===== src/shfc_pkg.sv =====
// Shared constants and types for the stereo HRIR FIR convolver.
// Used by shfc_mac and the top level; depends on nothing else.
package shfc_pkg;

    localparam int TAPS        = 200;
    localparam int SAMPLE_BITS = 24;
    localparam int COEF_BITS   = 18;
    localparam int IDX_BITS    = 8;
    localparam int TAP_W       = (TAPS > 1) ? $clog2(TAPS) : 1;
    localparam int PROD_BITS   = SAMPLE_BITS + COEF_BITS;
    localparam int ACC_BITS    = PROD_BITS + TAP_W;
    localparam int SHIFT       = COEF_BITS - 1;

    localparam logic [TAP_W-1:0]  LAST_SLOT = TAP_W'(TAPS - 1);
    localparam logic [IDX_BITS:0] TAPS_LIM  = (IDX_BITS + 1)'(TAPS);

    localparam logic KIND_SAMPLE = 1'b0;
    localparam logic KIND_COEF   = 1'b1;
    localparam logic CH_LEFT     = 1'b0;
    localparam logic CH_RIGHT    = 1'b1;

    typedef struct packed {
        logic start;    // clear the accumulator for a new sample
        logic rd_vld;   // operands from the memories are valid this cycle
    } mac_ctl_t;

endpackage


===== src/shfc_mac.sv =====
// Shared multiply-accumulate unit for one channel, with round and saturate.
// Depends on shfc_pkg.
module shfc_mac (
    input  logic                                  clk,
    input  logic                                  rst_n,
    input  shfc_pkg::mac_ctl_t                    ctl,
    input  logic signed [shfc_pkg::SAMPLE_BITS-1:0] sample,
    input  logic signed [shfc_pkg::COEF_BITS-1:0]   coef,
    output logic signed [shfc_pkg::SAMPLE_BITS-1:0] result,
    output logic                                  busy
);
    import shfc_pkg::*;

    localparam logic signed [ACC_BITS-1:0] ROUND_K = ACC_BITS'(1) <<< (SHIFT - 1);
    localparam logic signed [ACC_BITS-1:0] MAX_V =
        ACC_BITS'((64'sd1 <<< (SAMPLE_BITS - 1)) - 64'sd1);
    localparam logic signed [ACC_BITS-1:0] MIN_V = -MAX_V - ACC_BITS'(1);

    logic signed [PROD_BITS-1:0] prod_reg;
    logic                        prod_vld_reg;
    logic signed [ACC_BITS-1:0]  acc_reg;
    logic signed [ACC_BITS-1:0]  acc_next;
    logic signed [ACC_BITS-1:0]  rounded;
    logic signed [ACC_BITS-1:0]  shifted;

    always_ff @(posedge clk)
    begin
        if (ctl.rd_vld)
        begin
            prod_reg <= sample * coef;
        end
    end

    always_ff @(posedge clk or negedge rst_n)
    begin
        if (!rst_n)
        begin
            prod_vld_reg <= 1'b0;
            acc_reg      <= '0;
        end
        else
        begin
            prod_vld_reg <= ctl.rd_vld;
            acc_reg      <= acc_next;
        end
    end

    always_comb
    begin
        acc_next = acc_reg;
        if (ctl.start)
        begin
            acc_next = '0;
        end
        else if (prod_vld_reg)
        begin
            acc_next = acc_reg + ACC_BITS'(prod_reg);
        end
    end

    // round half up, then clamp to the sample range
    always_comb
    begin
        rounded = acc_reg + ROUND_K;
        shifted = rounded >>> SHIFT;
        if (shifted > MAX_V)
        begin
            result = MAX_V[SAMPLE_BITS-1:0];
        end
        else if (shifted < MIN_V)
        begin
            result = MIN_V[SAMPLE_BITS-1:0];
        end
        else
        begin
            result = shifted[SAMPLE_BITS-1:0];
        end
    end

    assign busy = prod_vld_reg;

endmodule


===== config.mk =====
export PLATFORM = sky130hd
export DESIGN_NAME = shfc_mac
export DESIGN_NICKNAME = d
export VERILOG_FILES = /design/src/shfc_pkg.sv /design/src/shfc_mac.sv
export SDC_FILE = /design/constraint.sdc
export NUM_CORES = 1
export LEC_CHECK = 0
export CAP_MARGIN = 10
export CORE_MARGIN = 2
export CORE_UTILIZATION = 40
export CTS_BUF_LIST = sky130_fd_sc_hd__clkbuf_2 sky130_fd_sc_hd__clkbuf_4 sky130_fd_sc_hd__clkbuf_8
export DETAILED_ROUTE_END_ITERATION = 8
export DONT_BUFFER_PORTS = 1
export GPL_ROUTABILITY_DRIVEN = 0
export PLACE_DENSITY_LB_ADDON = 0.1
export RECOVER_POWER = 100
export SLEW_MARGIN = 20
export SYNTH_ARGS = -nofsm -noshare
export SYNTH_HDL_FRONTEND = slang
export SYNTH_SLANG_ARGS = --single-unit

===== constraint.sdc =====
create_clock -name clk -period 6.34 [get_ports clk]
set_input_delay 0.634 -clock clk [delete_from_list [all_inputs] [get_ports clk]]
set_output_delay 0.634 -clock clk [all_outputs]
set_load 0.02 [all_outputs]

# == After elaboration in Yosys (flattened, before gate mapping) ==
# Index checks and enable logic that the tools add are counted.
# totals
register_bits,93
latch_bits,0
mem_bits_rw,0
romBits,0
in_bits,46
output_inout_bits,25
n_memories,0
# classes
addsub,2
multipliers,1
div_mod_pow,0
magnitude_cmp,2
n_eq_ne,0
n_shift,0
n_mux,4
n_bitwise,0
n_reduce_logical,1
# ops
operator,n
50-bit 2-to-1 mux,2
"50-bit by 18-bit adder with 50-bit output, second input constant",1
50-bit by 42-bit adder with 50-bit output,1
24-bit 2-to-1 mux,2
24-bit by 18-bit multiplier with 42-bit output,1
"33-bit by 24-bit > comparator with 1-bit output, second input constant",1
"33-bit by 24-bit less-than comparator with 1-bit output, second input constant",1
2-bit nonzero test,1

# == Logic depth before layout (Yosys ltp) ==
# Gate-level depths: netlist (run 1).
# depth
ltp_word,4
depth_mapped,26
depth_no_buf,24

# == Least setup slack after synthesis (run 1) ==
# Ideal clock, no wire load.
# synth_path
path_kind,in2reg
startpoint,input sample[8] (netlist bit)
endpoint,register prod_reg[39] (data pin)
setup_time_ns,0.261
t_arrival_ns,6.659
required_ns,6.079
path_slack_ns,-0.580
cell_stages,24
path_buffers,3
path_cell_list,clkbuf_1 clkbuf_1 nand2_1 fa_1 inv_1 fa_1 fa_1 fa_1 fa_1 inv_1 fa_1 inv_1 ha_1 clkbuf_1 a21oi_1 o21bai_1 a21o_1 nor4b_1 o31ai_2 nand2_1 o21ai_1 a31oi_2 nor3_1 a311o_1
# synth_between
elab_chain_len,1
# synth_lines
element,line,source
from (decl),shfc_mac.sv:7,"input logic signed [shfc_pkg::SAMPLE_BITS-1:0] sample,"
24-bit by 18-bit multiplier with 42-bit output,shfc_mac.sv:30,prod_reg <= sample * coef;
to (signal assigned),shfc_mac.sv:30,
to (decl),shfc_mac.sv:19,logic signed [PROD_BITS-1:0] prod_reg;
# Every way passes these cells.
# A chain may end at the register's enable or synchronous reset.

# == Worst setup path in the final report (run 1) ==
# layout_path
startpoint,input coef[8] (netlist bit)
endpoint,register prod_reg[38] (data pin)
# layout_between
elab_chain_len,1
# layout_lines
element,line,source
from (decl),shfc_mac.sv:8,"input logic signed [shfc_pkg::COEF_BITS-1:0] coef,"
24-bit by 18-bit multiplier with 42-bit output,shfc_mac.sv:30,
# Every way passes these cells.

==> results of run 1 <==
-- worst reg2reg max path, delay by kind of cell, from the launching register on --
family          cells  cell delay (ns)
simple gates        2             0.86
flops               1             0.43
mux                 2             0.57
fa+ha+maj           1             0.38
compound gates      6             1.70
-- final cells by class --
cell class,instances,area (um^2)
Antenna cell,1,2.50
Clock buffer,9,124
Clock inverter,7,80.1
Fill cell,5606,31800
Inverter,538,2020
Multi-Input combinational cell,1789,17500
Sequential cell,93,2540
Tap cell,748,936
Timing Repair Buffer,48,345
-- cell usage after synthesis (6+ instances only) --
| library cell | n | share of area [%] |
|---|---|---|
| inv_1 | 537 | 9.0 |
| fa_1 | 426 | 38 |
| nand2_1 | 338 | 5.6 |
| ha_1 | 155 | 8.6 |
| and2_1 | 145 | 4.0 |
| nor2_1 | 106 | 1.8 |
| clkbuf_1 | 91 | 1.5 |
| a21oi_1 | 88 | 2.0 |
| o21ai_0 | 71 | 1.6 |
| xnor2_1 | 68 | 2.6 |
| dfrtp_1 | 51 | 5.7 |
| a21o_1 | 49 | 1.6 |
| edfxtp_1 | 42 | 5.6 |
| xor2_1 | 37 | 1.4 |
| mux2i_1 | 35 | 1.6 |
| nand3_1 | 32 | 0.71 |
| nand4_1 | 18 | 0.50 |
| and3_1 | 16 | 0.45 |
| nand2b_1 | 16 | 0.45 |
| nor3_1 | 15 | 0.33 |
| a211oi_1 | 11 | 0.37 |
| o21bai_1 | 11 | 0.37 |
| nand3b_1 | 9 | 0.30 |
| nor2b_1 | 9 | 0.25 |
| o21a_1 | 9 | 0.30 |
| a31oi_1 | 8 | 0.22 |
| o211ai_1 | 8 | 0.27 |
| o21ai_1 | 6 | 0.13 |
| or2_2 | 6 | 0.17 |
-- timing repair --
| item | CTS | global route |
|---|---|---|
| hold endpoints to repair | 51 | 0 |
| setup endpoints to repair | 0 | 3 |
| hold buffers | 1 | 0 |
| resized for setup | 0 | 6 |
-- cell families (layout without fill, tap and decap cells) --
kind of cell | count (synthesis) | in the layout
AOI/OAI and AO/OA | 327 | 327
xor gates and xnor gates | 105 | 105
adders and majority gates | 581 | 581
buffers and inverters | 642 | 602
DFF | 93 | 93
muxes | 37 | 37
other | 0 | 1
and+or+nand+nor | 739 | 739
-- path summary, 6_finish.rpt --
check / start / endpoint / depth (start not counted)
min reg2reg: acc_reg[9] / acc_reg[9] / 2
max reg2reg: prod_reg[3] / acc_reg[49] / 11
min in group asynchronous: rst_n / acc_reg[3] / 1
min: ctl[1] / acc_reg[41] / 1
max: coef[8] / prod_reg[38] / 22
max in group asynchronous: rst_n / acc_reg[36] / 1
-- per-stage QoR --
stage               area, um^2  worst slack (ns)  util, %  TNS [ns]  hold WS, ns
floorplan                22700           -0.0293        -   -0.0584        0.338
global placement         23400            -0.151     42.3    -0.765        0.342
detailed placement       23400            -0.148     42.3    -0.816        0.343
CTS                      23600             0.278     42.7         0       0.0632
global route             23500            0.0168     42.6         0        0.260
finish                   23500             0.279     42.6         0        0.288
-- routing by layer --
metal	vias up	global-route usage (%)	share of wire [%]
met5	-	0	0
met2	334	30.8	42
met3	40	2.20	4.6
met4	0	3.97	1.3
met1	8055	31.2	52
li1	7720	-	-
==> key figures, run 1 <==
Routing
  • Via count: 16100
  • Wire per inst: 17.3 um
  • First-pass DRT Iterations: 5
  • First-iteration detailed-routing DRC count: 731
  • Post-route ant nets: 0
  • DRC errors left: 0
  • Average vias per placed instance: 5.00
  • WL final: 55800 um

Placement
  • Port Buffers: 0
  • Post-DP HPWL: 46000 um
  • Placed Cells: 3215

Final layout
  • Max reg flops: 50
  • Fraction of layout cells with a size suffix above 1: 4.23%
  • Nets: 3106
  • Commonest non-fill, non-tap cell in the layout: inv_1
  • Area delta synth->final: 4.66%
  • Fin cells: 3233
  • Leading cell types in the layout, fill and taps excluded: 537 x inv_1, 426 x fa_1, 338 x nand2_1

Critical path
  • CP max-delay cell: fa_1
  • Crit-path cells: and2_0 > fa_1 > inv_1 > fa_1 > fa_1 > inv_1 > fa_1 > fa_1 > inv_1 > fa_1 > inv_1 > ha_1 > nand2_1 > nand2_1 > a21o_1 > a221oi_1 > o41ai_2 > o221a_2 > a21oi_1 > o21ai_0 > a31oi_1 > xnor2_1
  • Worst Setup End Kind: flop
  • Flop2flop setup slack: 2.28 ns
  • Worst Path Arrival: 6.21 ns
  • Worst path bufs/invs: 4
  • CP Max Fanout: 24
  • Critical Path RT: 6.49 ns
  • CP max stage delay: 0.54 ns
  • Worst Setup Start Kind: input port
  • Most common cell on crit path: fa_1
  • Critical path class: input port to flop
  • Cell family with most CP delay: adder cells

Timing
  • Hold Fails Final Rpt: 0
  • RSZ-0062 raised after global routing: false
  • Period utilization: 95.6%
  • Worst clock skew: 0.0225 ns
  • Worst-margin pin slew: 2.95 ns
  • Crit path time final: 6.06 ns
  • Setup violators final: 0
  • Fmax: 165 MHz
  • Max-slew violation count: 139
  • Max-slew headroom: -96.6%

Synth
  • Mapped cell area: 0.0225 mm^2
  • Post-Synth XOR/XNOR Area: 4.09%
  • Synth Area in Adders: 46.5%
  • Post-synthesis sequential area ratio: 11.3%
  • Main combinational cell family by area after synthesis: adder cells
  • Synth Net Count: 3151
  • Simple-Gate Fraction of Synth Area: 15.6%
  • Synth Area in Compound Gates: 9.85%
  • Synthesized instance count: 2524
  • Library cells used by synthesis: 90
  • Multiplexer share of the synthesized area: 1.66%
  • Post-synth EDFFs: 42
  • Top FF cell, synth: dfrtp_1
  • Synth warnings: 0
  • Synth Register Bits: 93
  • Syn Area/Cell: 8.91 um^2
  • FFs w/ async S/R, synth: 54.8%

Floorplanning
  • IO Count: 71
  • Chip Height: 241 um
  • Num rows: 86
  • Core area: 0.0553 mm^2
  • Starting density of the core: 40.7%
  • Die Width: 241 um
  • Die area: 0.0581 mm^2

Global route
  • Tot GR Track Use: 20.3%
  • First-pass GRT wire length: 92600 um
  • Pin count of the biggest net entering global routing: 55
  • GRT overflow: 0
  • Initial antenna violation count: 1
  • Vias in the first global route: 17100

Job
  • Max-Cap Viols: 4

Run status
  • Status: complete, but fails checks
  • Violated checks: capacitance limit, slew limit

Worst hold path
  • Hold Crit Class: input port to flop

CTS
  • CTS tree: yes
  • CTS Sinks: 93
  • Clock latency on the worst-skew pair: 0.40 ns
  • Worst-case clock buffer depth: 2
  • Total CTS buffers: 9
  • # Post-CTS Setup Buffers: 0
  • H-tree levels: 3
  • Root buf cell: clkbuf_8
  • Clk slew on worst S/H paths: 0.10 ns
Power of run 1 is left out: the tool's default activity adds up to more than one toggle a clock period on the data nets, which glitch-free logic cannot reach.
==> inputs of run 2 (changes only) <==
- CORE_MARGIN: 2 -> not set
==> run 2 against run 1 <==
- the flow still finishes with violations (capacitance limit, slew limit)
- via count about the same
- critical endpoint is now prod_reg[40]
- final cell count up 0.12%
- clock-buffer cell count up 2
- critical path depth down 2
- largest cell class unchanged
- non-clock buffer count up 4
- worst setup slack worse by 0.019 ns
- first-iteration DRC count up 18%
==> key figures, run 2 (synthesis gave the netlist of run 1 again) <==
Routing
  • First-pass DRT Iterations: 6 (was 5)
  • WL final: 55700 um (was 55800 um)
  • Average vias per placed instance: 4.99 (was 5.00)
  • First-iteration detailed-routing DRC count: 862 (was 731)
  • Wire per inst: 17.2 um (was 17.3 um)
  • Via count: 16200 (was 16100)
  • Post-route ant nets: 0 (unchanged)
  • DRC errors left: 0 (unchanged)

Run status
  • Status: complete, but fails checks (unchanged)
  • Violated checks: capacitance limit, slew limit (unchanged)

CTS
  • CTS Sinks: 93 (unchanged)
  • # Post-CTS Setup Buffers: 0 (unchanged)
  • CTS tree: yes (unchanged)
  • Total CTS buffers: 9 (unchanged)
  • Worst-case clock buffer depth: 2 (unchanged)
  • H-tree levels: 3 (unchanged)
  • Clock latency on the worst-skew pair: 0.41 ns (was 0.40 ns)
  • Clk slew on worst S/H paths: 0.09 ns (was 0.10 ns)
  • Root buf cell: clkbuf_8 (unchanged)

Placement
  • Placed Cells: 3219 (was 3215)
  • Post-DP HPWL: 45900 um (was 46000 um)
  • Port Buffers: 0 (unchanged)

Global route
  • Pin count of the biggest net entering global routing: 55 (unchanged)
  • Vias in the first global route: 17400 (was 17100)
  • Tot GR Track Use: 20.6% (was 20.3%)
  • First-pass GRT wire length: 92400 um (was 92600 um)
  • GRT overflow: 0 (unchanged)
  • Initial antenna violation count: 1 (unchanged)

Timing
  • Setup violators final: 0 (unchanged)
  • Worst clock skew: 0.0217 ns (was 0.0225 ns)
  • RSZ-0062 raised after global routing: false (unchanged)
  • Period utilization: 95.9% (was 95.6%)
  • Fmax: 164 MHz (was 165 MHz)
  • Worst-margin pin slew: 2.98 ns (was 2.95 ns)
  • Crit path time final: 6.08 ns (was 6.06 ns)
  • Hold Fails Final Rpt: 0 (unchanged)
  • Max-slew headroom: -98.8% (was -96.6%)
  • Max-slew violation count: 139 (unchanged)

Critical path
  • Critical Path RT: 6.49 ns (about the same)
  • CP max stage delay: 0.57 ns (was 0.54 ns)
  • Crit-path cells: clkinv_2 > nor2_1 > fa_1 > fa_1 > fa_1 > fa_1 > fa_1 > inv_1 > fa_1 > inv_1 > ha_1 > a21oi_1 > nor2_1 > a2111oi_1 > nand2b_1 > o221a_2 > a21boi_2 > o221ai_1 > o21ai_1 > xnor2_1 (was and2_0 > fa_1 > inv_1 > fa_1 > fa_1 > inv_1 > fa_1 > fa_1 > inv_1 > fa_1 > inv_1 > ha_1 > nand2_1 > nand2_1 > a21o_1 > a221oi_1 > o41ai_2 > o221a_2 > a21oi_1 > o21ai_0 > a31oi_1 > xnor2_1)
  • Worst Setup End Kind: flop (unchanged)
  • Critical path class: input port to flop (unchanged)
  • CP Max Fanout: 8 (was 24)
  • Worst Path Arrival: 6.23 ns (was 6.21 ns)
  • Most common cell on crit path: fa_1 (unchanged)
  • CP max-delay cell: fa_1 (unchanged)
  • Worst Setup Start Kind: input port (unchanged)

Final layout
  • Max reg flops: 50 (unchanged)
  • Commonest non-fill, non-tap cell in the layout: inv_1 (unchanged)
  • Fin cells: 3237 (was 3233)
  • Leading cell types in the layout, fill and taps excluded: 537 x inv_1, 426 x fa_1, 338 x nand2_1 (unchanged)
  • Nets: 3110 (was 3106)
  • Fill cell count: 5642 (was 5606)
  • Fraction of layout cells with a size suffix above 1: 4.34% (was 4.23%)
  • Area delta synth->final: 4.81% (was 4.66%)

Floorplanning
  • Chip Height: 239 um (was 241 um)
  • Core area: 0.0553 mm^2 (unchanged)
  • IO Count: 71 (unchanged)
  • Die Width: 239 um (was 241 um)
  • Die area: 0.0572 mm^2 (was 0.0581 mm^2)
  • Num rows: 86 (unchanged)
  • Starting density of the core: 40.7% (unchanged)

Job
  • Max-Cap Viols: 4 (unchanged)

Worst hold path
  • Hold Crit Class: input port to flop (unchanged)
==> run 2: changes by cell type in the layout (fill, tap and decap cells not counted), moves of 2 or more <==
| cell | change |
|---|---|
| clkinv_4 | +3 |
| clkbuf_4 | +3 |
| inv_6 | -3 |
| o21ai_2 | +2 |
| buf_4 | +2 |
| a21boi_4 | -2 |
| o21ai_1 | -2 |
==> run 2: layer usage <==
layer | up-vias | track usage [%] | routed length (um)
met3 | 38 | 3.74 | 3300
met2 | 375 | 31.6 | 23800
met4 | 0 | 3.28 | 609
li1 | 7725 | - | -
met5 | - | 0 | 0
met1 | 8017 | 30.5 | 28000
==> run 2: repair_timing <==
item	4_1_cts	5_1_grt
hold buffers	1	0
endpoints found under the setup margin	0	3
hold endpoints to repair	51	0
gates resized for setup	0	7
==> run 2: area by class of cell <==
cell class              instances  area [um^2]  area share (%)
well taps                     748          936            3.97
clock buffers                  11          145           0.616
repair buffers                 52          375            1.59
inverters                     538         2020            8.57
clock inverters                 5         60.1           0.255
multi-input cells            1789        17500            74.2
diodes                          1         2.50          0.0106
flip-flops and latches         93         2540            10.8
==> run 2: critical path, delay by kind of cell <==
family / cells / cell delay (ns)
xor gates and xnor gates: 1 / 0.09
buffers and inverters: 3 / 0.18
and+or+nand+nor: 3 / 0.31
adders and majority gates: 7 / 3.48
AOI/OAI and AO/OA: 6 / 1.53
==> run 2: path summary, 6_finish.rpt <==
path	startpoint	to	slack, ns	depth (start not counted)
max	coef[17]	prod_reg[40]	0.26	20
min in group asynchronous	rst_n	acc_reg[10]	1.18	1
min	ctl[1]	acc_reg[39]	0.29	1
min reg2reg	acc_reg[8]	acc_reg[8]	0.53	2
max in group asynchronous	rst_n	acc_reg[46]	3.45	1
max reg2reg	prod_reg[4]	acc_reg[49]	2.32	11
==> run 2: per-stage QoR <==
stage | instance area, um^2 | util, % | TNS (ns) | hold slack, ns | worst slack [ns]
after global placement | 23400 | 42.4 | -0.847 | 0.342 | -0.172
after floorplan | 22700 | - | -0.0584 | 0.338 | -0.0293
final | 23600 | 42.6 | 0 | 0.294 | 0.260
after CTS | 23700 | 42.8 | 0 | 0.0707 | 0.178
after global routing | 23600 | 42.6 | 0 | 0.266 | 0.00346
after detailed placement | 23400 | 42.4 | -1.67 | 0.342 | -0.247
Power of run 2 is left out for the same reason.
